File: src/rtl/bb3_pkg.sv
`timescale 1ns / 1ps
// Shared types and constants for the 3x3 box blur stream block.
// No dependencies; imported by bb3_ctrl, bb3_lane, bb3_outq and the top level.
package bb3_pkg;

	// Input commands
	localparam logic CMD_PIXEL = 1'b0;
	localparam logic CMD_DRAIN = 1'b1;

	// Configuration port
	localparam int CFG_IDX_W  = 1;
	localparam int CFG_DATA_W = 13;
	localparam logic [CFG_IDX_W-1:0] REG_FRAME_WIDTH  = 1'd0;
	localparam logic [CFG_IDX_W-1:0] REG_FRAME_HEIGHT = 1'd1;
	localparam int FW_W = 11;
	localparam int FH_W = 13;
	localparam int CFG_WIDTH_RST  = 1024;
	localparam int CFG_HEIGHT_RST = 1024;

	// Pixel packing: red [23:16], green [15:8], blue [7:0]
	localparam int CH_W  = 8;
	localparam int PIX_W = 3 * CH_W;

	// Sample count of one neighborhood (1..9)
	localparam int N_W = 4;

	// Output queue
	localparam int OQ_DEPTH = 8;
	localparam int OQ_PTR_W = 3;
	localparam int OQ_CNT_W = 4;
	localparam int PEND_W   = OQ_CNT_W + 1;

	// Neighborhood masks; middle row and center column always count
	typedef struct packed {
		logic row_top;
		logic row_bot;
		logic a_left;
		logic a_right;
		logic b_left;
	} mask_t;

	// Per-item descriptor travelling down the pipeline
	typedef struct packed {
		logic           pix;
		logic           drn;
		logic           res_a;
		logic           res_b;
		logic           frame_end;
		mask_t          mask;
		logic [N_W-1:0] n_a;
		logic [N_W-1:0] n_b;
	} item_t;

	typedef struct packed {
		logic [CH_W-1:0] red;
		logic [CH_W-1:0] green;
		logic [CH_W-1:0] blue;
		logic            frame_end;
		logic            run_end;
	} result_t;

endpackage

File: src/rtl/bb3_ctrl.sv
`timescale 1ns / 1ps
// Frame control: configuration, row/column/drain counters, line store read
// addresses and the stage-1 item descriptor. Depends on bb3_pkg.
module bb3_ctrl import bb3_pkg::*; #(
	parameter int MAX_WIDTH  = 1024,
	parameter int MAX_HEIGHT = 4096,
	localparam int AW  = (MAX_WIDTH > 1) ? $clog2(MAX_WIDTH) : 1,
	localparam int RAW = (MAX_HEIGHT > 1) ? $clog2(MAX_HEIGHT) : 1
) (
	input  logic                  clk,
	input  logic                  arst_n,
	input  logic                  cfg_write_en,
	input  logic [CFG_IDX_W-1:0]  cfg_index,
	input  logic [CFG_DATA_W-1:0] cfg_data,
	input  logic                  accept,
	input  logic                  command,
	output item_t                 item_s1,
	output logic [AW-1:0]         addr_s1,
	output logic [AW-1:0]         rd_addr_a,
	output logic [AW-1:0]         rd_addr_b
);

	localparam int W_RST = (MAX_WIDTH < CFG_WIDTH_RST) ? MAX_WIDTH : CFG_WIDTH_RST;
	localparam int H_RST = (MAX_HEIGHT < CFG_HEIGHT_RST) ? MAX_HEIGHT : CFG_HEIGHT_RST;

	logic [AW-1:0]  last_col_q, last_col_new;
	logic [RAW-1:0] last_row_q, last_row_new;
	logic [AW-1:0]  col_q, col_d;
	logic [RAW-1:0] row_q, row_d;
	logic [AW-1:0]  drn_q, drn_d;
	logic           draining_q, draining_d;
	logic [FW_W-1:0] fw;
	logic [FH_W-1:0] fh;
	logic           c_last, r_last, d_last;
	logic [1:0]     rows, cols_a, cols_b;
	item_t          it;

	// Effective size, clamped to 1..MAX, kept as last index
	always_comb begin
		fw = cfg_data[FW_W-1:0];
		fh = cfg_data[FH_W-1:0];
		if (fw == '0) begin
			last_col_new = '0;
		end else if (32'(fw) > 32'(MAX_WIDTH)) begin
			last_col_new = AW'(MAX_WIDTH - 1);
		end else begin
			last_col_new = AW'(fw - FW_W'(1));
		end
		if (fh == '0) begin
			last_row_new = '0;
		end else if (32'(fh) > 32'(MAX_HEIGHT)) begin
			last_row_new = RAW'(MAX_HEIGHT - 1);
		end else begin
			last_row_new = RAW'(fh - FH_W'(1));
		end
	end

	always_comb begin
		it         = '0;
		col_d      = col_q;
		row_d      = row_q;
		drn_d      = drn_q;
		draining_d = draining_q;
		c_last     = (col_q == last_col_q);
		r_last     = (row_q == last_row_q);
		d_last     = (drn_q == last_col_q);

		if (accept) begin
			if (command == CMD_DRAIN) begin
				if (draining_q) begin
					it.drn          = 1'b1;
					it.res_a        = 1'b1;
					it.frame_end    = d_last;
					it.mask.row_top = (last_row_q != '0);
					it.mask.a_left  = (drn_q != '0);
					it.mask.a_right = !d_last;
					if (d_last) begin
						draining_d = 1'b0;
						drn_d      = '0;
						col_d      = '0;
						row_d      = '0;
					end else begin
						drn_d = drn_q + AW'(1);
					end
				end
			end else if (!draining_q) begin
				it.pix          = 1'b1;
				it.res_a        = (row_q != '0) && (col_q != '0);
				it.res_b        = (row_q != '0) && c_last;
				it.mask.row_top = (row_q > RAW'(1));
				it.mask.row_bot = 1'b1;
				it.mask.a_left  = (col_q > AW'(1));
				it.mask.a_right = 1'b1;
				it.mask.b_left  = (col_q != '0);
				if (c_last) begin
					col_d = '0;
					if (r_last) begin
						row_d      = '0;
						draining_d = 1'b1;
						drn_d      = '0;
					end else begin
						row_d = row_q + RAW'(1);
					end
				end else begin
					col_d = col_q + AW'(1);
				end
			end
		end

		// Any register write restarts the frame
		if (cfg_write_en) begin
			col_d      = '0;
			row_d      = '0;
			drn_d      = '0;
			draining_d = 1'b0;
		end

		rows   = 2'd1 + 2'(it.mask.row_top) + 2'(it.mask.row_bot);
		cols_a = 2'd1 + 2'(it.mask.a_left) + 2'(it.mask.a_right);
		cols_b = 2'd1 + 2'(it.mask.b_left);
		it.n_a = N_W'(rows) * N_W'(cols_a);
		it.n_b = N_W'(rows) * N_W'(cols_b);
	end

	assign rd_addr_a = draining_q ? drn_q : col_q;
	assign rd_addr_b = drn_q + AW'(1);

	always_ff @(posedge clk or negedge arst_n) begin
		if (!arst_n) begin
			last_col_q <= AW'(W_RST - 1);
			last_row_q <= RAW'(H_RST - 1);
			col_q      <= '0;
			row_q      <= '0;
			drn_q      <= '0;
			draining_q <= 1'b0;
			item_s1    <= '0;
		end else begin
			if (cfg_write_en && (cfg_index == REG_FRAME_WIDTH)) begin
				last_col_q <= last_col_new;
			end
			if (cfg_write_en && (cfg_index == REG_FRAME_HEIGHT)) begin
				last_row_q <= last_row_new;
			end
			col_q      <= col_d;
			row_q      <= row_d;
			drn_q      <= drn_d;
			draining_q <= draining_d;
			item_s1    <= it;
		end
	end

	always_ff @(posedge clk) begin
		addr_s1 <= col_q;
	end

endmodule

File: config.mk
export PLATFORM = sky130hd
export DESIGN_NAME = bb3_ctrl
export DESIGN_NICKNAME = d
export VERILOG_FILES = /design/src/rtl/bb3_pkg.sv /design/src/rtl/bb3_ctrl.sv
export SDC_FILE = /design/constraint.sdc
export NUM_CORES = 1
export LEC_CHECK = 0
export BUFFER_PORTS_ARGS = -buffer_cell sky130_fd_sc_hd__buf_2
export CORE_UTILIZATION = 62
export DETAILED_ROUTE_END_ITERATION = 8
export PLACE_DENSITY = 0.86
export SLEW_MARGIN = 20
export SYNTH_ARGS = -nofsm -noshare
export SYNTH_HDL_FRONTEND = slang
export SYNTH_SLANG_ARGS = --single-unit
File: constraint.sdc
create_clock -name clk -period 7.9 [get_ports clk]
set_input_delay 0.395 -clock clk [delete_from_list [all_inputs] [get_ports clk]]
set_output_delay 0.395 -clock clk [all_outputs]
set_load 0.005 [all_outputs]
==> flow_metrics.tcl <==
set metrics [dict create \
    grt_pass1_wl_um 17300 \
    period_needed_ns 2.812 \
    worstPathMaxFanout 6 \
    clock_sinks 82 \
    overflow 0 \
    drt-pass1-iter-count 7 \
    synth_cell_types 49 \
    period_share_pct 35.60 \
    post-place-cells 618 \
    power_frac_comb_pct 12.4 \
    post-place-ws_ns 5.144 \
    synth_seq_cells 82 \
    fp.dieH_um 87.58 \
    swShare_pct 27.69 \
    met1_usage_pct 38.91 \
    cts_setup_buffers 0 \
    mostFrequentLayoutCells "66 x buf_2, 52 x dfrtp_1, 44 x nand2_1, 38 x nor2_1, 27 x xnor2_1" \
    ir_drop_mv 0.1215 \
    cp.arrival_ns 3.06 \
    finalSetupViolCount 0 \
    grtUsageTotal_pct 29.12 \
    syn_inst 476 \
    p_switching_mw 0.2479 \
    ff2ff_path_depth 8 \
    drt-total-wl_um 10240 \
    antenna_found_initial 0 \
    fin_nets 568 \
    yosys_warnings 0 \
    ios 67 \
    drv_cap 0 \
    cts_tree "done" \
    cts_inserted_buffers 9 \
    die_width_um 87.58 \
    end_kind "flop" \
    root_buffer "clkbuf_8" \
    gp_congestion 0.9207 \
    syn_area_per_cell_sq_um 9.539 \
    port_buffers 66 \
    ant_nets 0 \
    grtUsageMet3_pct 6.409 \
    required_ns 8.15 \
    coreArea_sq_mm 0.006944 \
    p_int_mw 0.6471 \
    drive_gt1_share_pct 22.49 \
    cts-htree-levels 3 \
    dpl.hpwl_um 7327 \
    fmax_ghz 0.3556 \
    synth_nets 511 \
    placed_cell_area_sq_mm 0.004911 \
    crit_type "reg2reg" \
    netlist_area_sq_mm 0.004541 \
    leakagePower_nw 2.490 \
    layout.cells.most_common "buf_2" \
    status "complete, no violations" \
    cp-endpoint "item_s1[6]" \
    std_cell_rows 30 \
    timing.rr.end "item_s1[6]" \
    clkTransAtPathRegs_ns 0.09 \
    rsz0062_at_grt "false" \
    hold_violations 0 \
    clockPowerShare_pct 34.4 \
    slew_viol_final 0 \
    vias 3784 \
    wl_per_cell_um 16.14 \
    async_flop_share_pct 87.80 \
    yosys_most_used_dff "dfrtp_1" \
    synth_seq_area_share_pct 44.64 \
    dieArea_sq_mm 0.007669 \
    drt_iter0_markers 226 \
    reg2reg_from "row_q[8]" \
    cts_resized 0 \
    cts_hold_buffers 0 \
    seq_power_share_pct 53.3 \
    crit_start "row_q[8]" \
    grt_busiest_layer "met2" \
    syn_to_final_growth_pct 12.70 \
    viasPerCell 5.968 \
    finalNonFillerCells 634 \
    clock_latency_ns 0.35 \
    grt_max_degree 73 \
    setup-tns-final_ns 0 \
    start_util_pct 65.39 \
    max-slew-margin-rel_pct 41.03 \
    remaining_drc_errors 0 \
    finalClockSkew_ns 0.01158 \
    synth-edff-count 0 \
    use_met2_pct 47.23 \
    cp-start-kind "flop" \
    n_antenna_cell 0 \
    cts_buffer_depth 2 \
    worst_slack_ns 5.088 \
    power.density_mw_per_mm2 174.9 \
    regToRegSetupSlack_ns 5.09 \
    grt_pass1_vias 3572 \
    worstMarginPinSlew_ns 0.8845 \
    hold_class "in2async" \
    final_area_sq_mm 0.005117 \
]
## cells in the mapped netlist (2+ instances only)
library cell  number  area share, %
nand2_1           44            3.6
clkbuf_1          13            1.1
a21o_1            10            1.7
xnor2_1           27            5.2
a22o_1            17            3.3
o21a_1             2           0.33
xor2_1            25            4.8
nand4_1            7           0.96
nand3b_1           2           0.33
o21bai_1           9            1.5
and3_1            10            1.4
or4_1             10            1.7
or3_1              2           0.28
mux2i_1            2           0.44
nand3_1           14            1.5
buf_2              7           0.77
a21oi_1           18            2.0
inv_1             18            1.5
nor2b_1           13            1.8
nor3_1            10            1.1
o21ai_0           25            2.8
nand2b_1           2           0.28
nor4_1            12            1.7
dfxtp_1           10            4.4
mux2_2             9            2.2
nor2_1            38            3.1
ha_1              16            4.4
or2_2              2           0.28
o31ai_1           11            1.8
dfstp_2           20             12
dfrtp_1           52             29
a31oi_1            2           0.28
## cell type report
| class | count | area (sq um) |
|---|---|---|
| Timing Repair Buffer | 68 | 345.3 |
| Clock buffer | 9 | 123.9 |
| Sequential cell | 82 | 2027 |
| Inverter | 19 | 71.32 |
| Tap cell | 96 | 120.1 |
| Fill cell | 517 | 1827 |
| Clock inverter | 7 | 77.57 |
| Multi-Input combinational cell | 353 | 2352 |
## flip-flops by register name, summed over array words and instances, names as in the netlist
name and cells:
col_q 10, item_s1 17, drn_q 10, addr_s1 10, last_row_q 12, draining_q 1, last_col_q 10, row_q 12
## critical path, stage by stage, from the launching register on
cell and delay (ns):
dfrtp_1 0.45, or4_1 0.56, nor4_1 0.41, o21ai_0 0.18, a21oi_1 0.28, ha_1 0.33
nor2_1 0.14, ha_1 0.15, ha_1 0.21
## stage by stage
step / power, mW / hold slack (ns) / utilization [%]
5_1_grt: 0.9382 / 0.3007 / 73.69
3_3_place_gp: 0.5871 / 0.4802 / 70.72
2_1_floorplan: 0.5492 / 0.09941 / -
6_report: 0.8950 / 0.2351 / 73.69
4_1_cts: 0.8982 / 0.2750 / 73.62
3_5_place_dp: 0.5927 / 0.4858 / 70.72
## cell families (layout without fill, tap and decap cells)
kind of cell	Yosys count	after routing	share of synthesized area [%]
other cells	1	1	0.08259
fa+ha+maj	17	17	4.629
mux	11	11	2.673
compound gates	99	99	14.66
buf+inv	41	103	3.665
flops	82	82	44.64
xor+xnor	52	52	10.03
simple gates	173	173	19.62
## power by group through the flow
stage	clock [mW]	sequential [mW]	combinational [mW]
3_5_place_dp	0	0.484	0.109
4_1_cts	0.312	0.476	0.110
5_1_grt	0.333	0.480	0.125
6_report	0.308	0.477	0.111
3_3_place_gp	0	0.483	0.104
2_1_floorplan	0	0.477	0.0718
## worst min path at each step
stage / start / endpoint / slack [ns]
floorplan: arst_n / col_q[0] / 0.1
global placement: col_q[9] / addr_s1[9] / 0.48
detailed placement: col_q[1] / addr_s1[1] / 0.49
CTS: arst_n / col_q[4] / 0.27
global route: arst_n / col_q[7] / 0.30
finish: arst_n / col_q[4] / 0.24
## metal layers
layer  wire length, um  part of all wire (%)
met5                 0                     0
met1              4560                    45
met4               199                   1.9
met2              4921                    48
met3               554                   5.4
Note: power is estimated with default switching activity, not from simulation.
