`src/rtl/bb3_pkg.sv`:
```
`timescale 1ns / 1ps
// Shared types and constants for the 3x3 box blur stream block.
// No dependencies; imported by bb3_ctrl, bb3_lane, bb3_outq and the top level.
package bb3_pkg;

	// Input commands
	localparam logic CMD_PIXEL = 1'b0;
	localparam logic CMD_DRAIN = 1'b1;

	// Configuration port
	localparam int CFG_IDX_W  = 1;
	localparam int CFG_DATA_W = 13;
	localparam logic [CFG_IDX_W-1:0] REG_FRAME_WIDTH  = 1'd0;
	localparam logic [CFG_IDX_W-1:0] REG_FRAME_HEIGHT = 1'd1;
	localparam int FW_W = 11;
	localparam int FH_W = 13;
	localparam int CFG_WIDTH_RST  = 1024;
	localparam int CFG_HEIGHT_RST = 1024;

	// Pixel packing: red [23:16], green [15:8], blue [7:0]
	localparam int CH_W  = 8;
	localparam int PIX_W = 3 * CH_W;

	// Sample count of one neighborhood (1..9)
	localparam int N_W = 4;

	// Output queue
	localparam int OQ_DEPTH = 8;
	localparam int OQ_PTR_W = 3;
	localparam int OQ_CNT_W = 4;
	localparam int PEND_W   = OQ_CNT_W + 1;

	// Neighborhood masks; middle row and center column always count
	typedef struct packed {
		logic row_top;
		logic row_bot;
		logic a_left;
		logic a_right;
		logic b_left;
	} mask_t;

	// Per-item descriptor travelling down the pipeline
	typedef struct packed {
		logic           pix;
		logic           drn;
		logic           res_a;
		logic           res_b;
		logic           frame_end;
		mask_t          mask;
		logic [N_W-1:0] n_a;
		logic [N_W-1:0] n_b;
	} item_t;

	typedef struct packed {
		logic [CH_W-1:0] red;
		logic [CH_W-1:0] green;
		logic [CH_W-1:0] blue;
		logic            frame_end;
		logic            run_end;
	} result_t;

endpackage

```
`src/rtl/bb3_outq.sv`:
```
`timescale 1ns / 1ps
// Output queue merging the lanes' results: up to two pushes per cycle in
// order, one pop per output transaction. Depends on bb3_pkg.
module bb3_outq import bb3_pkg::*; (
	input  logic                clk,
	input  logic                arst_n,
	input  logic                push_a,
	input  result_t             data_a,
	input  logic                push_b,
	input  result_t             data_b,
	input  logic                out_stall,
	output logic                out_valid,
	output result_t             head,
	output logic [OQ_CNT_W-1:0] count
);

	result_t             slot_q [OQ_DEPTH];
	logic [OQ_PTR_W-1:0] wr_ptr_q, rd_ptr_q, wr_ptr_b;
	logic [OQ_CNT_W-1:0] cnt_q;
	logic                pop;

	assign out_valid = (cnt_q != '0);
	assign head      = slot_q[rd_ptr_q];
	assign count     = cnt_q;
	assign pop       = out_valid && !out_stall;
	assign wr_ptr_b  = wr_ptr_q + OQ_PTR_W'(push_a);

	always_ff @(posedge clk) begin
		if (push_a) begin
			slot_q[wr_ptr_q] <= data_a;
		end
		if (push_b) begin
			slot_q[wr_ptr_b] <= data_b;
		end
	end

	always_ff @(posedge clk or negedge arst_n) begin
		if (!arst_n) begin
			wr_ptr_q <= '0;
			rd_ptr_q <= '0;
			cnt_q    <= '0;
		end else begin
			wr_ptr_q <= wr_ptr_q + OQ_PTR_W'(push_a) + OQ_PTR_W'(push_b);
			rd_ptr_q <= rd_ptr_q + OQ_PTR_W'(pop);
			cnt_q    <= cnt_q + OQ_CNT_W'(push_a) + OQ_CNT_W'(push_b) - OQ_CNT_W'(pop);
		end
	end

endmodule

```
`config.mk`:
```
export PLATFORM = sky130hd
export DESIGN_NAME = bb3_outq
export DESIGN_NICKNAME = d
export VERILOG_FILES = /design/src/rtl/bb3_pkg.sv /design/src/rtl/bb3_outq.sv
export SDC_FILE = /design/constraint.sdc
export NUM_CORES = 1
export LEC_CHECK = 0
export ABC_AREA = 1
export BUFFER_PORTS_ARGS = -buffer_cell sky130_fd_sc_hd__clkbuf_2
export CAP_MARGIN = 5
export CORE_MARGIN = 3
export CORE_UTILIZATION = 45
export DETAILED_ROUTE_END_ITERATION = 8
export PLACE_DENSITY = 0.73
export SETUP_SLACK_MARGIN = 0.2
export SLEW_MARGIN = 20
export SYNTH_ARGS = -nofsm -noshare
export SYNTH_HDL_FRONTEND = slang
export SYNTH_SLANG_ARGS = --single-unit
```
`constraint.sdc`:
```
create_clock -name clk -period 4.02 [get_ports clk]
set_input_delay 0.804 -clock clk [delete_from_list [all_inputs] [get_ports clk]]
set_output_delay 0.804 -clock clk [all_outputs]
set_load 0.01 [all_outputs]
```
==> flow_summary.toml, run 1 <==
[run_status]
status = "complete, no violations"

[critical_path]
slowest_delay_ns = 0.60
worstSetupPathType = "reg -> out"
required_ns = 3.22
cp_common_cell = "nand2_1"
cp_cell_sequence = "inv_2, buf_12, nand2_1, nand3_1, nand2_1, nand2_1, nand2_1, clkbuf_2"
path_buf_inv = 3
crit_arrival_ns = 2.49
slowest_stage = "dfrtp_4"
critPathLaunchType = "register"
path_max_fanout = 66
cp-end-kind = "output port"
crit_family = "buffers and inverters"

[global_routing]
grt.overflow.total = 0
antenna_found_initial = 2
track_usage = 0.243
grt_pass1_vias = 11600
grt_max_degree = 74
grt_pass1_wl_mm = 61.7

[cells_and_area]
drive_gt1_frac = 0.108
nets = 1777
final_cells = 2108
antenna_cells = 0
area_growth_pct = 8.80

[power]
power_switching_w = 0.00564
power.density_nw_per_um2 = 811
peakVddDrop_v = 0.000690
p_seq_frac = 0.306
p_leak_nw = 7.23
pwr-share-comb = 0.509
p_clk_frac = 0.186
swShare = 0.473
p_int_w = 0.00629

[floorplan]
io_pins = 88
start_util = 0.464
die_y_um = 179
dieArea_um2 = 32200
core-area_um2 = 29200
std_cell_rows = 62
die_w_um = 179

[route]
dr_total_vias = 12000
wirelength_mm = 39.4
antenna_left = 0
drc = 0
drtPass1Iterations = 6
vias_per_cell = 5.67
initialDrtViolationCount = 1417
wl_per_cell_um = 18.7

[logic_synthesis]
synth_seq_area_share = 0.480
synth_seq_cells = 218
syn_area_per_cell_um2 = 7.79
synth_flop_cell = "edfxtp_1"
synth_compound_area_frac = 0.00379
syn_inst = 1736
synthAdderAreaFrac = 0.0122
synthXorXnorAreaFrac = 0.00259
async_flop_share = 0.0459
synth_commonest_cells = "nand2_1 (760), inv_1 (219), edfxtp_1 (208), nand4_1 (208), nand3_1 (106)"
synth.area.mux_share = 0
synth_top_family_by_area = "simple AND/OR/NAND/NOR gates"
synth_edf_count = 208
synth.most_common_cell = "nand2_1"
synth_area_um2 = 13500
synth_top_cell_by_area = "edfxtp_1"
syn_nets = 1805
synth_simple_gate_area_frac = 0.365
ys.warnings.count = 0
synth_top_area_frac = 0.462
synth_cell_types = 30
synth_area_leaders = "edfxtp_1 (46%), nand2_1 (21%), nand4_1 (9.6%)"

[place]
placed_cells = 2061
port_buffers = 87
hpwl_mm = 22.1
gp_congestion = 0.787

[timing]
worstMarginPinSlew_ns = 1.11
rsz0062_at_grt = "no"
period_share = 0.820
finalClockSkew_ns = 0.00809
setup_viol = 0
fmax_mhz = 303
period_needed_ns = 3.30
fin_setup_tns_ns = 0
maxSlewHeadroom = 0.259
finalHoldViolations = 0
drv_slew = 0

[flow_run]
drv_cap = 0

[clock_network]
cts_tree = "built"
clockRootBuffer = "clkbuf_16"
cts_hold_buffers = 0
cts.sinks = 218
numCtsBuffers = 26
cts-htree-levels = 1
post_cts_resize_count = 0
post-cts-setup-buffer-count = 0
clk_path_buf_depth = 3
clock_latency_ns = 0.53
clk_pin_slew_ns = 0.06

[min_path]
worstHoldPathType = "in -> async"
stage by stage:
step           setup slack, ns  area [um^2]  hold WS (ns)  utilization  power (W)
2_1_floorplan            0.542        13500         0.473            -    0.00791
3_3_place_gp             0.923        13800         0.668        0.472    0.00935
3_5_place_dp             0.842        13800         0.682        0.475    0.00959
4_1_cts                  0.723        14600         0.130        0.502     0.0118
5_1_grt                  0.612        14700         0.139        0.504     0.0127
6_report                 0.723        14700         0.131        0.504     0.0119
sequential cells by signal, indices dropped and copies added, names as in the netlist:
signal / cells
rd_ptr_q: 3
count: 4
wr_ptr_q: 3
slot_q: 208
placed cells by master, fill, tap and decap left out, drive strengths merged, types with 8 or more instances in the layout:
master	synthesis	final
clkinv	3	13
nand3	114	114
inv	224	225
nand2	767	767
o21ai	8	8
dfrtp	10	10
ha	10	10
buf	150	31
edfxtp	208	208
nand4	208	208
clkbuf	24	119
kinds of logic (layout without fill, tap and decap cells):
kind of cell,Yosys count,count (layout)
and+or+nand+nor,1091,1091
AOI/OAI and AO/OA,10,10
DFF,218,218
adders and majority gates,12,12
buffers and inverters,401,389
xor gates and xnor gates,4,4
per-layer routing:
metal	up-vias	global-route usage	part of all wire	wire (um)
met5	-	0	0.0010	40
met4	4	0.0960	0.032	1260
met3	90	0.0497	0.11	4200
met2	681	0.401	0.48	18800
met1	5633	0.316	0.38	15200
li1	5554	-	-	-
power groups by stage:
stage          Sequential, W  Combinational, W  Clock (W)
6_report             0.00365           0.00607    0.00222
5_1_grt              0.00370           0.00665    0.00232
4_1_cts              0.00365           0.00592    0.00223
3_5_place_dp         0.00369           0.00590          0
3_3_place_gp         0.00367           0.00567          0
2_1_floorplan        0.00364           0.00427          0
worst paths after layout:
kind,start,endpoint,slack (ns),depth (start not counted)
worst max-delay path,rd_ptr_q[0],head[24],0.72,8
worst min-delay path,arst_n,count[3],0.13,1
worst max register to register,wr_ptr_q[0],slot_q[4][15],1.35,6
worst min register to register,count[1],count[1],0.68,2
max in group asynchronous,arst_n,rd_ptr_q[0],3.65,1
min in group clk,push_b,wr_ptr_q[0],0.57,2
cell type report:
cell class	instances	area [um^2]
clock inverters	12	90.1
multi-input cells	1117	5290
inverters	227	860
well taps	384	480
clock buffers	32	694
flip-flops and latches	218	6500
repair buffers	118	801
fillers	2752	14500
(Power assumes the default switching activity.)
==> run 2, diff against run 1 <==
- ABC_AREA: 1 -> 0
- PLACE_DENSITY: 0.73 -> 0.74
- clock period: 4.02 -> 3.2 ns (I/O delays scaled with it)
==> flow_summary.toml, run 2 <==
[run_status]
status = "complete, no violations"

[route]
wl_per_cell_um = 24.2
initialDrtViolationCount = 428
vias_per_cell = 5.73
wirelength_mm = 25.2
drtPass1Iterations = 4
dr_total_vias = 5976
drc = 0
antenna_left = 0

[global_routing]
track_usage = 0.194
antenna_found_initial = 4
grt_pass1_wl_mm = 38.8
grt_pass1_vias = 6598
grt_max_degree = 28
grt.overflow.total = 0

[cells_and_area]
design_area_um2 = 12900
largest_register_ffs = 208
largest-register = "slot_q"
drive_gt1_frac = 0.626
final_common_cell = "mux2_2"
antenna_cells = 0
final_cell_mix = "mux2_2 (233), edfxtp_1 (208), clkbuf_2 (87)"
nets = 775
area_growth_pct = 18.3
fin_util = 0.545

[floorplan]
die_y_um = 162
dieArea_um2 = 26200
die_w_um = 162
core-area_um2 = 23700
std_cell_rows = 56
start_util = 0.461
io_pins = 88

[critical_path]
crit_family = "flip-flops"
reg2reg_to = "slot_q[4][8]"
ff2ff_path_depth = 6
critPathLaunchType = "register"
slowest_stage = "dfrtp_2"
worstReg2RegStart = "wr_ptr_q[0]"
path_depth = 4
cp_cell_sequence = "buf_12, mux4_2, mux2_2, clkbuf_2"
required_ns = 2.56
cp-end-kind = "output port"
crit_arrival_ns = 2.27
path_max_fanout = 22
path_buf_inv = 2
worstSetupPathType = "reg -> out"
slowest_delay_ns = 0.72
regToRegSetupSlack_ns = 0.54

[flow_run]
drv_cap = 0

[power]
swShare = 0.323
power_w = 0.0124
power_switching_w = 0.00403
p_int_w = 0.00842
p_clk_frac = 0.214
p_leak_nw = 4.43
peakVddDrop_v = 0.000511
p_seq_frac = 0.373
power.density_nw_per_um2 = 964
pwr-share-comb = 0.413

[logic_synthesis]
synth_top_cell_by_area = "edfxtp_1"
ys.warnings.count = 0
syn_inst = 592
synth_flop_cell = "edfxtp_1"
syn_area_per_cell_um2 = 18.4
synth_seq_cells = 218
synth.most_common_cell = "mux2_2"
synth_seq_area_share = 0.595
async_flop_share = 0.0459
synth_area_leaders = "edfxtp_1 (57%), mux2_2 (24%), mux4_2 (11%)"
syn_nets = 661
synth_edf_count = 208
synth_cell_types = 31
synth_top_area_frac = 0.572
synth_area_um2 = 10900
synth_commonest_cells = "mux2_2 (233), edfxtp_1 (208), mux4_2 (52)"

[min_path]
min_from = "push_b"
min_to = "wr_ptr_q[0]"
worstHoldPathType = "in -> reg"
min_path_cells = 2

[clock_network]
clk_path_buf_depth = 3
clockRootBuffer = "clkbuf_16"
cts_tree = "built"
numCtsBuffers = 24
cts-htree-levels = 1
clk_pin_slew_ns = 0.06
clock_latency_ns = 0.51
cts.sinks = 218
post_cts_resize_count = 0

[timing]
fin_setup_tns_ns = 0
whs_ns = 0.467
fmax_mhz = 343
rsz0062_at_grt = "no"
finalClockSkew_ns = 0.0117
maxSlewHeadroom = 0.280
period_share = 0.910
worstMarginPinSlew_ns = 1.08
period_needed_ns = 2.91
drv_slew = 0
finalHoldViolations = 0
setup_viol = 0

[place]
hpwl_mm = 15.1
gp_congestion = 0.753
port_buffers = 87
postPlaceCellArea_um2 = 12100
==> run 2: kinds of logic (layout without fill, tap and decap cells) <==
logic type               Yosys count  count (layout)  synth area share
XOR/XNOR                           6               6           0.00619
flip-flops                       218             218             0.595
buffers and inverters             40             172            0.0166
AO/OA/AOI/OAI                     10              10           0.00630
multiplexers                     286             286             0.349
AND/OR/NAND/NOR                   20              20            0.0123
adder cells (fa/ha/maj)           12              12            0.0151
==> run 2: power by group through the flow <==
stage	Sequential (W)	Clock, W	Combinational, W
4_1_cts	0.00465	0.00272	0.00519
3_3_place_gp	0.00471	0	0.00488
3_5_place_dp	0.00478	0	0.00501
6_report	0.00464	0.00267	0.00514
5_1_grt	0.00471	0.00284	0.00551
2_1_floorplan	0.00452	0	0.00331
==> run 2: worst max path at each step <==
stage	start	endpoint	slack [ns]
final	rd_ptr_q[2]	head[1]	0.29
after global routing	rd_ptr_q[0]	head[1]	0.22
after CTS	rd_ptr_q[0]	head[1]	0.27
after detailed placement	push_a	slot_q[7][21]	0.32
after global placement	push_a	slot_q[4][8]	0.43
after floorplan	push_a	slot_q[7][0]	0.009
==> run 2: metal layers <==
metal,up-vias,share of wire,global-route usage
li1,2668,-,-
met1,3118,0.41,0.254
met2,154,0.51,0.337
met3,28,0.063,0.0380
met4,8,0.013,0.0434
met5,-,0.0021,0
==> run 2: cell type report <==
class	instances	area [um^2]
Sequential cell	218	6500
Tap cell	319	399
Multi-Input combinational cell	334	4340
Fill cell	1872	10800
Timing Repair Buffer	119	881
Clock buffer	34	659
Inverter	9	33.8
Clock inverter	10	101
==> run 2: what timing repair did <==
item	4_1_cts	5_1_grt
hold buffers	1	0
setup endpoints to repair	26	0
endpoints found under the hold margin	6	0
setup buffers	4	0
==> run 2: stage by stage <==
stage	worst slack, ns	cells
2_1_floorplan	0.00904	592
6_report	0.287	1043
3_3_place_gp	0.431	992
5_1_grt	0.221	1043
4_1_cts	0.267	1041
3_5_place_dp	0.318	992
==> run 2: worst register-to-register path, delay by kind of cell (launching register included) <==
kind,cells,cell delay (ns)
adder cells (fa/ha/maj),2,0.66
buffers and inverters,1,0.32
flip-flops,1,0.50
multiplexers,1,0.37
AND/OR/NAND/NOR,2,0.56
