[src/rtl/bb3_pkg.sv]
`timescale 1ns / 1ps
// Shared types and constants for the 3x3 box blur stream block.
// No dependencies; imported by bb3_ctrl, bb3_lane, bb3_outq and the top level.
package bb3_pkg;

	// Input commands
	localparam logic CMD_PIXEL = 1'b0;
	localparam logic CMD_DRAIN = 1'b1;

	// Configuration port
	localparam int CFG_IDX_W  = 1;
	localparam int CFG_DATA_W = 13;
	localparam logic [CFG_IDX_W-1:0] REG_FRAME_WIDTH  = 1'd0;
	localparam logic [CFG_IDX_W-1:0] REG_FRAME_HEIGHT = 1'd1;
	localparam int FW_W = 11;
	localparam int FH_W = 13;
	localparam int CFG_WIDTH_RST  = 1024;
	localparam int CFG_HEIGHT_RST = 1024;

	// Pixel packing: red [23:16], green [15:8], blue [7:0]
	localparam int CH_W  = 8;
	localparam int PIX_W = 3 * CH_W;

	// Sample count of one neighborhood (1..9)
	localparam int N_W = 4;

	// Output queue
	localparam int OQ_DEPTH = 8;
	localparam int OQ_PTR_W = 3;
	localparam int OQ_CNT_W = 4;
	localparam int PEND_W   = OQ_CNT_W + 1;

	// Neighborhood masks; middle row and center column always count
	typedef struct packed {
		logic row_top;
		logic row_bot;
		logic a_left;
		logic a_right;
		logic b_left;
	} mask_t;

	// Per-item descriptor travelling down the pipeline
	typedef struct packed {
		logic           pix;
		logic           drn;
		logic           res_a;
		logic           res_b;
		logic           frame_end;
		mask_t          mask;
		logic [N_W-1:0] n_a;
		logic [N_W-1:0] n_b;
	} item_t;

	typedef struct packed {
		logic [CH_W-1:0] red;
		logic [CH_W-1:0] green;
		logic [CH_W-1:0] blue;
		logic            frame_end;
		logic            run_end;
	} result_t;

endpackage

[src/rtl/bb3_lane.sv]
`timescale 1ns / 1ps
// One color channel lane: masked 3x3 sums for both result slots, then the
// rounded average (2*sum + n) / (2*n) one stage later. Depends on bb3_pkg.
module bb3_lane import bb3_pkg::*; (
	input  logic                       clk,
	input  logic [2:0][2:0][CH_W-1:0]  px,
	input  mask_t                      mask,
	input  logic [N_W-1:0]             n_a_s2,
	input  logic [N_W-1:0]             n_b_s2,
	output logic [CH_W-1:0]            q_a,
	output logic [CH_W-1:0]            q_b
);

	// ceil(2^16 / n); the error term keeps floor() exact for sums up to 255*n
	function automatic logic [16:0] recip(logic [N_W-1:0] n);
		logic [16:0] m;
		unique case (n)
			N_W'(2): m = 17'd32768;
			N_W'(3): m = 17'd21846;
			N_W'(4): m = 17'd16384;
			N_W'(5): m = 17'd13108;
			N_W'(6): m = 17'd10923;
			N_W'(7): m = 17'd9363;
			N_W'(8): m = 17'd8192;
			N_W'(9): m = 17'd7282;
			default: m = 17'd65536;
		endcase
		return m;
	endfunction

	// floor((2*sum + n) / (2*n)) == floor((sum + n/2) / n)
	function automatic logic [CH_W-1:0] round_div(logic [11:0] sum, logic [N_W-1:0] n);
		logic [12:0] num;
		logic [29:0] prod;
		num  = 13'(sum) + 13'(n >> 1);
		prod = 30'(num) * 30'(recip(n));
		return prod[16+CH_W-1:16];
	endfunction

	logic [2:0][9:0] cs;
	logic [11:0]     sum_a, sum_b;
	logic [11:0]     sum_a_s2, sum_b_s2;

	always_comb begin
		for (int j = 0; j < 3; j++) begin
			cs[j] = 10'(mask.row_top ? px[0][j] : 8'd0) + 10'(px[1][j])
			      + 10'(mask.row_bot ? px[2][j] : 8'd0);
		end
		sum_a = 12'(mask.a_left ? cs[0] : 10'd0) + 12'(cs[1])
		      + 12'(mask.a_right ? cs[2] : 10'd0);
		sum_b = 12'(mask.b_left ? cs[1] : 10'd0) + 12'(cs[2]);
	end

	always_ff @(posedge clk) begin
		sum_a_s2 <= sum_a;
		sum_b_s2 <= sum_b;
	end

	assign q_a = round_div(sum_a_s2, n_a_s2);
	assign q_b = round_div(sum_b_s2, n_b_s2);

endmodule

[config.mk]
export PLATFORM = sky130hd
export DESIGN_NAME = bb3_lane
export DESIGN_NICKNAME = d
export VERILOG_FILES = /design/src/rtl/bb3_pkg.sv /design/src/rtl/bb3_lane.sv
export SDC_FILE = /design/constraint.sdc
export NUM_CORES = 1
export LEC_CHECK = 0
export ABC_AREA = 1
export BUFFER_PORTS_ARGS = -buffer_cell sky130_fd_sc_hd__buf_4
export CORE_ASPECT_RATIO = 0.5
export CORE_MARGIN = 4
export CORE_UTILIZATION = 25
export DETAILED_ROUTE_END_ITERATION = 8
export GPL_TIMING_DRIVEN = 0
export SLEW_MARGIN = 20
export SYNTH_ARGS = -nofsm -noshare
export SYNTH_HDL_FRONTEND = slang
export SYNTH_SLANG_ARGS = --single-unit
[constraint.sdc]
create_clock -name clk -period 9.5 [get_ports clk]
set_clock_uncertainty 0.05 [all_clocks]
set_input_delay 1.425 -clock clk [delete_from_list [all_inputs] [get_ports clk]]
set_output_delay 1.425 -clock clk [all_outputs]
set_load 0.05 [all_outputs]
==> impl_metrics.toml, run 1 <==
[sta]
max_slew_margin_pct = 48.8
setup_tns_ns = 0
finalCriticalPeriod_ns = 9.12
part_of_the_cycle_the_worst_path_needs_pct = 96.0
report.final.hold_viol_count = 0
fmaxAchievable_ghz = 0.110
final-setup-viol-count = 0
worst_slew_pin_slew_ns = 0.759
finalMaxSlewViolations = 0
grt_setup_unrepaired = "true"
holdWs_ns = 1.48

[clock_network]
cts_made_buffers = 3
root_buffer = "clkbuf_16"
number_of_sinks_handled_by_clock_tree_synthesis = 23
ctsHtreeMaxLevel = 1
clock_path_buffers = 2
cts_tree = "yes"
clock_transition_at_path_regs_ns = 0.06

[synthesis]
synthesized_nets = 2654
synth.area.mux_share_pct = 0
syn-instance-count = 2089
synth_compound_gate_area_share_pct = 5.18
post_synth.cell_area_avg_um2 = 7.53
synth.yosys.seq_area_share_pct = 2.93
cell_area_after_synthesis_um2 = 15700
synth.ff_latch_count = 23
yosys.area_share.adder_pct = 54.0
post_synth_xor_area_fraction_pct = 3.01
combinational_family_with_the_most_area_after_synthesis = "adder cells"
post_synth_and_or_nand_nor_area_fraction_pct = 19.8
netlist-cell-type-count = 45
yosysWarnings = 0

[global_route]
maximum_number_of_pins_on_one_net_before_global_route_repair = 14
global_route.overflow_total = 0
first_global_vias = 13000
grt_antenna_before_repair = 0
wire_length_of_the_first_global_routing_pass_mm = 65.8
total_global_route_track_usage_pct = 11.9

[drt]
detail_route.vias_per_cell = 4.30
detail-route-antenna-nets = 0
post-route-drc-count = 0
drt-initial-drc-count = 766
postRouteWirelength_mm = 40.3
avgRoutedWirePerCell_um = 13.3
num_vias = 13000
drt_first_pass_iters = 5

[placed_design]
final_wtd_congestion = 0.902
hpwl_reported_at_the_end_of_detailed_placement_mm = 36.7
place.port_buffers = 99

[final_layout]
syn2layout_area_growth_pct = 12.9
post-route-util_pct = 28.8
fill_cells = 6688
insertedDiodeCount = 0
drive_gt1_share_pct = 8.59
nNetsFinal = 2766

[setup_path]
critical_path.startpoint_type = "input pin"
timing.critical_path.slowest_cell_delay_ns = 0.56
timing.critical_path.to_type = "primary output"
critical_path_class = "input pin to primary output"
critPathArrivalTime_ns = 7.65
critical-path-slowest-cell = "fa_1"
critPathMostFrequentCell = "fa_1"
cp_data_required_time_ns = 8.03
cp_max_fo = 6

[hold_path]
hold_path_startpoint = "mask[0]"
holdCritPathClass = "input pin to flop"
timing.hold.worst_path_depth = 4
min_to = "sum_b_s2[0]$_DFF_P_"

[run_status]
result_of_the_run = "completed"

[flow_run]
max_cap_violations = 0

[floorplan]
floorplan.die_area_um2 = 67300
chipHeight_um = 185
io_pins = 102
core-area_um2 = 61700
dieWidth_um = 363
floorplan.rows = 64
initial_utilization_pct = 25.5
how the worst max path moves through the flow:
| stage | start | to | cells past startpoint | slack (ns) |
|---|---|---|---|---|
| after floorplan | n_a_s2[1] | q_a[6] | 24 | 0.67 |
| after global placement | n_b_s2[3] | q_b[7] | 36 | -0.08 |
| after detailed placement | n_b_s2[3] | q_b[7] | 36 | -0.08 |
| after CTS | n_b_s2[1] | q_b[7] | 36 | 0.01 |
| after global routing | n_b_s2[1] | q_b[7] | 36 | -0.02 |
| final | n_a_s2[1] | q_a[6] | 26 | 0.38 |
per-stage QoR:
stage,instances,setup WS (ns),area [um^2]
6_report,3025,0.377,17800
5_1_grt,3025,-0.0175,17800
4_1_cts,3015,0.0145,17600
3_5_place_dp,3013,-0.0814,17500
3_3_place_gp,3013,-0.0792,17500
2_1_floorplan,2089,0.674,15700
worst max-delay path, delay by kind of cell:
| kind | cells | cell delay [ns] |
|---|---|---|
| compound gates | 2 | 0.38 |
| xor+xnor | 1 | 0.20 |
| fa+ha+maj | 8 | 3.41 |
| buf+inv | 8 | 1.00 |
| simple gates | 7 | 1.23 |
final cells by class:
type	instances	area, um^2	share of cell area [%]
Buffer	22	95.1	0.535
Clock buffer	3	75.1	0.423
Clock inverter	1	5.00	0.0282
Inverter	606	2290	12.9
Multi-Input combinational cell	1435	13000	73.1
Sequential cell	23	460	2.59
Tap cell	825	1030	5.81
Timing Repair Buffer	109	817	4.60
Timing Repair inverter	1	5.00	0.0282
timing repair:
action | 4_1_cts | 5_1_grt
setup endpoints to repair | 2 | 4
endpoints found under the hold margin | 0 | 0
setup buffers | 0 | 10
gates resized for setup | 0 | 46
gates cloned | 0 | 1
hold buffers | 0 | 0
Yosys cell counts, drive strengths merged:
| master | number | share of area (%) |
|---|---|---|
| xnor2 | 15 | 0.84 |
| nor3b | 2 | 0.095 |
| nor2 | 195 | 4.8 |
| a21oi | 66 | 2.2 |
| a211oi | 1 | 0.048 |
| a21boi | 1 | 0.048 |
| inv | 603 | 14 |
| nand4 | 14 | 0.56 |
| and2 | 1 | 0.040 |
| nand2 | 467 | 11 |
| a31oi | 3 | 0.12 |
| fa | 333 | 42 |
| a31o | 1 | 0.056 |
| nor3 | 14 | 0.61 |
| buf | 1 | 0.048 |
| clkinv | 3 | 0.072 |
| a21o | 12 | 0.57 |
| nand3 | 59 | 2.0 |
| clkbuf | 24 | 0.57 |
| or2 | 6 | 0.24 |
| ha | 146 | 12 |
| dfxtp | 23 | 2.9 |
| o21bai | 11 | 0.52 |
| xor2 | 39 | 2.2 |
| nor4 | 2 | 0.080 |
| o21ai | 40 | 1.4 |
| o22ai | 2 | 0.080 |
| o211ai | 2 | 0.095 |
| o31ai | 1 | 0.048 |
| nand3b | 2 | 0.095 |
cells in the final DEF, fill, tap and decap left out, types with 13 or more instances in the layout:
cell type,netlist,final
buf_4,1,107
nand4_1,14,14
xor2_1,39,39
fa_1,333,332
inv_2,9,13
ha_1,146,143
nand2_1,461,450
nor2_1,186,184
nand3_1,56,55
dfxtp_1,23,23
nand2_2,5,14
clkbuf_1,24,16
a21oi_1,64,62
o21ai_0,36,35
inv_1,594,587
xnor2_1,15,15
state kept, by name, summed over array words and instances (netlist names):
signal	flops
sum_b_s2	11
sum_a_s2	12
logic make-up (layout without fill, tap and decap cells):
kind of cell / after synthesis / count (layout)
AND/OR/NAND/NOR: 762 / 762
buffers and inverters: 631 / 742
adder cells (fa/ha/maj): 479 / 479
AO/OA/AOI/OAI: 140 / 140
XOR/XNOR: 54 / 54
flip-flops: 23 / 23
routing by layer:
| layer | up-vias | wire length [um] | global-route usage [%] |
|---|---|---|---|
| met4 | 0 | 638 | 1.86 |
| met5 | - | 0 | 0 |
| met3 | 42 | 1800 | 0.790 |
| li1 | 6299 | - | - |
| met2 | 310 | 19800 | 20.9 |
| met1 | 6360 | 18100 | 16.4 |
Power of run 1 is not shown: default switching activity piles up to over one toggle a cycle in this logic, so the estimate is an artifact.
==> run 2, diff against run 1 <==
--- a/config.mk
+++ b/config.mk
@@ -6,11 +6,11 @@
 export NUM_CORES = 1
 export LEC_CHECK = 0
 export ABC_AREA = 1
-export BUFFER_PORTS_ARGS = -buffer_cell sky130_fd_sc_hd__buf_4
 export CORE_ASPECT_RATIO = 0.5
 export CORE_MARGIN = 4
 export CORE_UTILIZATION = 25
 export DETAILED_ROUTE_END_ITERATION = 8
+export DONT_BUFFER_PORTS = 1
 export GPL_TIMING_DRIVEN = 0
 export SLEW_MARGIN = 20
 export SYNTH_ARGS = -nofsm -noshare
==> run 2 against run 1 <==
  * Critical path depth shrank 3
  * Global-route usage shrank 0.16 points
  * Worst hold slack lost 0.084 ns
  * Cell area shrank 4.6%
  * Critical path type unchanged
==> impl_metrics.toml, run 2 (synthesized netlist as in run 1, its figures left out) <==
[final_layout]
biggestRegsByFlops = "sum_a_s2 (12), sum_b_s2 (11)"
insertedDiodeCount = 0
final-seq-area_um2 = 460
drive_gt1_share_pct = 3.35
syn2layout_area_growth_pct = 7.64
fill_cells = 6707
nNetsFinal = 2656
largest-register = "sum_a_s2"
final_common_cell = "inv_1"
multiInputGateArea_um2 = 13000
largest_register_ffs = 12
most_used_cells_in_the_layout_excluding_fill_and_tap_cells = "inv_1, nand2_1, fa_1, nor2_1, ha_1"

[clock_network]
ctsHtreeMaxLevel = 1
clock_path_buffers = 2
cts_tree = "yes"
root_buffer = "clkbuf_16"
postCtsHoldBufs = 0
cts_made_buffers = 3
number_of_sinks_handled_by_clock_tree_synthesis = 23
clock_transition_at_path_regs_ns = 0.06

[setup_path]
critical_path.startpoint_type = "input pin"
timing.critical_path.slowest_cell_delay_ns = 0.88
critical_path_class = "input pin to primary output"
cp_data_required_time_ns = 8.03
critical-path-slowest-cell = "xor2_1"
critPathArrivalTime_ns = 7.72
critPathMostFrequentCell = "fa_1"
chain_of_cells_forming_the_critical_path = "ha_1 -> fa_1 -> a21oi_2 -> nor2_2 -> or2_2 -> nand2_2 -> clkinvlp_4 -> clkbuf_2 -> nand2_1 -> fa_1 -> fa_1 -> inv_1 -> fa_1 -> fa_1 -> inv_1 -> fa_1 -> inv_1 -> ha_1 -> nand2_1 -> o21ai_0 -> a21oi_1 -> nand2_1 -> xor2_1"
timing.critical_path.to_type = "primary output"
cp_max_fo = 6

[drt]
detail_route.vias_per_cell = 4.31
post-route-drc-count = 0
drt-initial-drc-count = 711
num_vias = 12600
postRouteWirelength_mm = 39.5
avgRoutedWirePerCell_um = 13.5
detail-route-antenna-nets = 0
drt_first_pass_iters = 6

[hold_path]
holdCritPathClass = "input pin to flop"

[run_status]
result_of_the_run = "completed"

[floorplan]
initial_utilization_pct = 25.5
core-area_um2 = 61700
floorplan.die_area_um2 = 67300
floorplan.rows = 64
chipHeight_um = 185
dieWidth_um = 363
io_pins = 102

[placed_design]
hpwl_reported_at_the_end_of_detailed_placement_mm = 35.8
final_wtd_congestion = 0.897
place.port_buffers = 0

[sta]
part_of_the_cycle_the_worst_path_needs_pct = 96.8
grt_setup_unrepaired = "false"
worst_slew_pin_slew_ns = 1.14
final-setup-viol-count = 0
report.final.hold_viol_count = 0
fmaxAchievable_ghz = 0.109
finalCriticalPeriod_ns = 9.19
setup_tns_ns = 0
finalMaxSlewViolations = 0
max_slew_margin_pct = 23.5

[global_route]
grt_antenna_before_repair = 0
total_global_route_track_usage_pct = 11.7
first_global_vias = 12800
global_route.overflow_total = 0
maximum_number_of_pins_on_one_net_before_global_route_repair = 14
wire_length_of_the_first_global_routing_pass_mm = 65.0

[flow_run]
max_cap_violations = 0
-- run 2: critical path, delay by kind of cell --
kind                       cells  cell delay, ns
buffers and inverters          5            0.53
AOI/OAI and AO/OA              3            0.57
adders and majority gates      8            3.45
xor gates and xnor gates       1            0.88
and+or+nand+nor                6            0.85
-- run 2: area by class of cell --
type / count / share of cell area, %
Sequential cell: 23 / 2.72
Multi-Input combinational cell: 1435 / 76.7
Timing Repair Buffer: 2 / 0.0739
Tap cell: 825 / 6.09
Clock buffer: 4 / 0.465
Buffer: 20 / 0.488
Inverter: 606 / 13.5
-- run 2: final timing paths --
check | to | slack [ns] | start | cells past startpoint
min | sum_b_s2[0]$_DFF_P_ | 1.40 | mask[0] | 3
max | q_a[2] | 0.31 | n_a_s2[1] | 23
-- run 2: metal layers --
metal,GRT usage [%],up-vias,wire (um)
li1,-,6065,-
met1,16.1,6179,17700
met2,20.6,290,19300
met3,0.829,40,1760
met4,2.35,0,773
met5,0,-,0
-- run 2: stage by stage --
stage | hold WS [ns] | cell area (um^2) | worst slack, ns | utilization (%) | cells
finish | 1.40 | 16900 | 0.308 | 27.5 | 2915
floorplan | 1.59 | 15700 | 0.674 | - | 2089
global placement | 1.65 | 16800 | -0.113 | 27.2 | 2914
CTS | 1.41 | 16900 | 0.0721 | 27.3 | 2916
detailed placement | 1.66 | 16800 | -0.214 | 27.2 | 2914
global route | 1.44 | 16900 | 0.00309 | 27.5 | 2915
-- run 2: what timing repair did --
action | in CTS | in global routing
setup buffers | 0 | 2
pin swaps | 0 | 1
setup endpoints to repair | 5 | 12
gates resized for setup | 3 | 25
hold endpoints to repair | 0 | 0
Power of run 2 is left out for the same reason.
==> run 3, diff against run 2 <==
--- a/config.mk
+++ b/config.mk
@@ -12,6 +12,7 @@
 export DETAILED_ROUTE_END_ITERATION = 8
 export DONT_BUFFER_PORTS = 1
 export GPL_TIMING_DRIVEN = 0
+export PLACE_DENSITY_LB_ADDON = 0.25
 export SLEW_MARGIN = 20
 export SYNTH_ARGS = -nofsm -noshare
 export SYNTH_HDL_FRONTEND = slang
==> run 3 against run 2 <==
  * Utilization barely moved
  * Die area did not move
  * Setup slack improved by 0.036 ns
  * Sequential share of layout area barely moved
  * Non-clock buffer count did not move
  * Cell count barely moved
  * Fmax rose by 0.39%
  * Critical path depth rose by 3
  * Global-route usage rose by 0.75 points
  * Wire length rose by 7.0%
==> impl_metrics.toml, run 3 (synthesized netlist as in run 1, its figures left out) <==
[run_status]
result_of_the_run = "completed"

[global_route]
global_route.overflow_total = 0
first_global_vias = 12600
maximum_number_of_pins_on_one_net_before_global_route_repair = 14
grt_antenna_before_repair = 2
wire_length_of_the_first_global_routing_pass_mm = 67.1
total_global_route_track_usage_pct = 12.5

[clock_network]
number_of_sinks_handled_by_clock_tree_synthesis = 23
clock_transition_at_path_regs_ns = 0.06
cts_tree = "yes"
postCtsHoldBufs = 0
cts_made_buffers = 3
root_buffer = "clkbuf_16"
clock_path_buffers = 2
cts_post_setup_buffers_inserted = 0
ctsHtreeMaxLevel = 1

[placed_design]
hpwl_reported_at_the_end_of_detailed_placement_mm = 38.5
final_wtd_congestion = 0.867
number_of_placed_instances_with_taps_included = 2914
place.port_buffers = 0
post_dp_cell_area_um2 = 16800

[setup_path]
cp_max_fo = 7
timing.critical_path.to_type = "primary output"
critPathLaunch = "n_b_s2[1]"
critical_path.startpoint_type = "input pin"
cp_data_required_time_ns = 8.03
critPathArrivalTime_ns = 7.68
critical_path_class = "input pin to primary output"

[drt]
postRouteWirelength_mm = 42.2
post-route-drc-count = 0
avgRoutedWirePerCell_um = 14.5
detail-route-antenna-nets = 0
drt-initial-drc-count = 587
detail_route.vias_per_cell = 4.19
drt_first_pass_iters = 5
num_vias = 12200

[sta]
worst_slew_pin_slew_ns = 1.04
finalCriticalPeriod_ns = 9.16
fmaxAchievable_ghz = 0.109
part_of_the_cycle_the_worst_path_needs_pct = 96.4
max_slew_margin_pct = 30.8
report.final.hold_viol_count = 0
setup_tns_ns = 0
grt_setup_unrepaired = "true"
final-setup-viol-count = 0
finalMaxSlewViolations = 0

[floorplan]
floorplan.rows = 64
chipHeight_um = 185
io_pins = 102
core-area_um2 = 61700
dieWidth_um = 363
floorplan.die_area_um2 = 67300
initial_utilization_pct = 25.5

[hold_path]
hold_path_startpoint = "mask[0]"
holdCritPathClass = "input pin to flop"

[final_layout]
largest-register = "sum_a_s2"
biggestRegsByFlops = "sum_a_s2 (12), sum_b_s2 (11)"
largest_register_ffs = 12
nNetsFinal = 2656
syn2layout_area_growth_pct = 7.50
final_cell_count_no_fill = 2917
postLayoutCellArea_um2 = 16900
drive_gt1_share_pct = 3.06
final_common_cell = "inv_1"
most_used_cells_in_the_layout_excluding_fill_and_tap_cells = "inv_1, nand2_1, fa_1, nor2_1, ha_1"
post-route-util_pct = 27.4

[flow_run]
max_cap_violations = 0
-- run 3: area by class of cell --
class	count	area (um^2)
fill	6852	44700
multi-input combinational	1435	13000
inverter	606	2270
tap	825	1030
sequential	23	460
buffer	22	91.3
clock buffer	4	78.8
antenna	2	5.00
-- run 3: worst paths after layout --
check / end / slack, ns / cells past startpoint
worst max-delay path: q_b[6] / 0.34 / 26
worst min-delay path: sum_b_s2[0]$_DFF_P_ / 1.36 / 3
-- run 3: layer usage --
| layer | global-route usage (%) | vias to the layer above | share of wire, % |
|---|---|---|---|
| li1 | - | 6080 | - |
| met1 | 16.8 | 5937 | 46 |
| met2 | 23.0 | 200 | 50 |
| met3 | 0.655 | 18 | 3.3 |
| met4 | 1.28 | 0 | 0.89 |
| met5 | 0 | - | 0 |
-- run 3: critical path, stage by stage --
cell and delay, ns:
ha_1 0.20, fa_1 0.40, nand2_1 0.10, a21oi_2 0.09, nand2_1 0.09, o21ai_0 0.07
nand2_1 0.26, inv_1 0.18, nor2_1 0.20, inv_1 0.09, fa_1 0.50, fa_1 0.51
inv_1 0.05, fa_1 0.46, fa_1 0.50, inv_1 0.05, fa_1 0.49, inv_1 0.05
ha_1 0.40, nand4_1 0.18, inv_1 0.09, nand3_1 0.08, inv_1 0.12, nand3_1 0.15
nand3_1 0.13, xor2_1 0.79
-- run 3: metrics by stage --
step | hold WS, ns | worst slack [ns]
6_report | 1.36 | 0.344
5_1_grt | 1.36 | -0.0595
4_1_cts | 1.36 | 0.0102
3_5_place_dp | 1.62 | -0.153
3_3_place_gp | 1.63 | -0.133
2_1_floorplan | 1.59 | 0.674
-- run 3: what timing repair did --
action / CTS / global route
resized for setup: 1 / 25
pin swaps: 0 / 0
cloned: 0 / 0
endpoints found under the setup margin: 2 / 13
Power of run 3 is left out for the same reason.
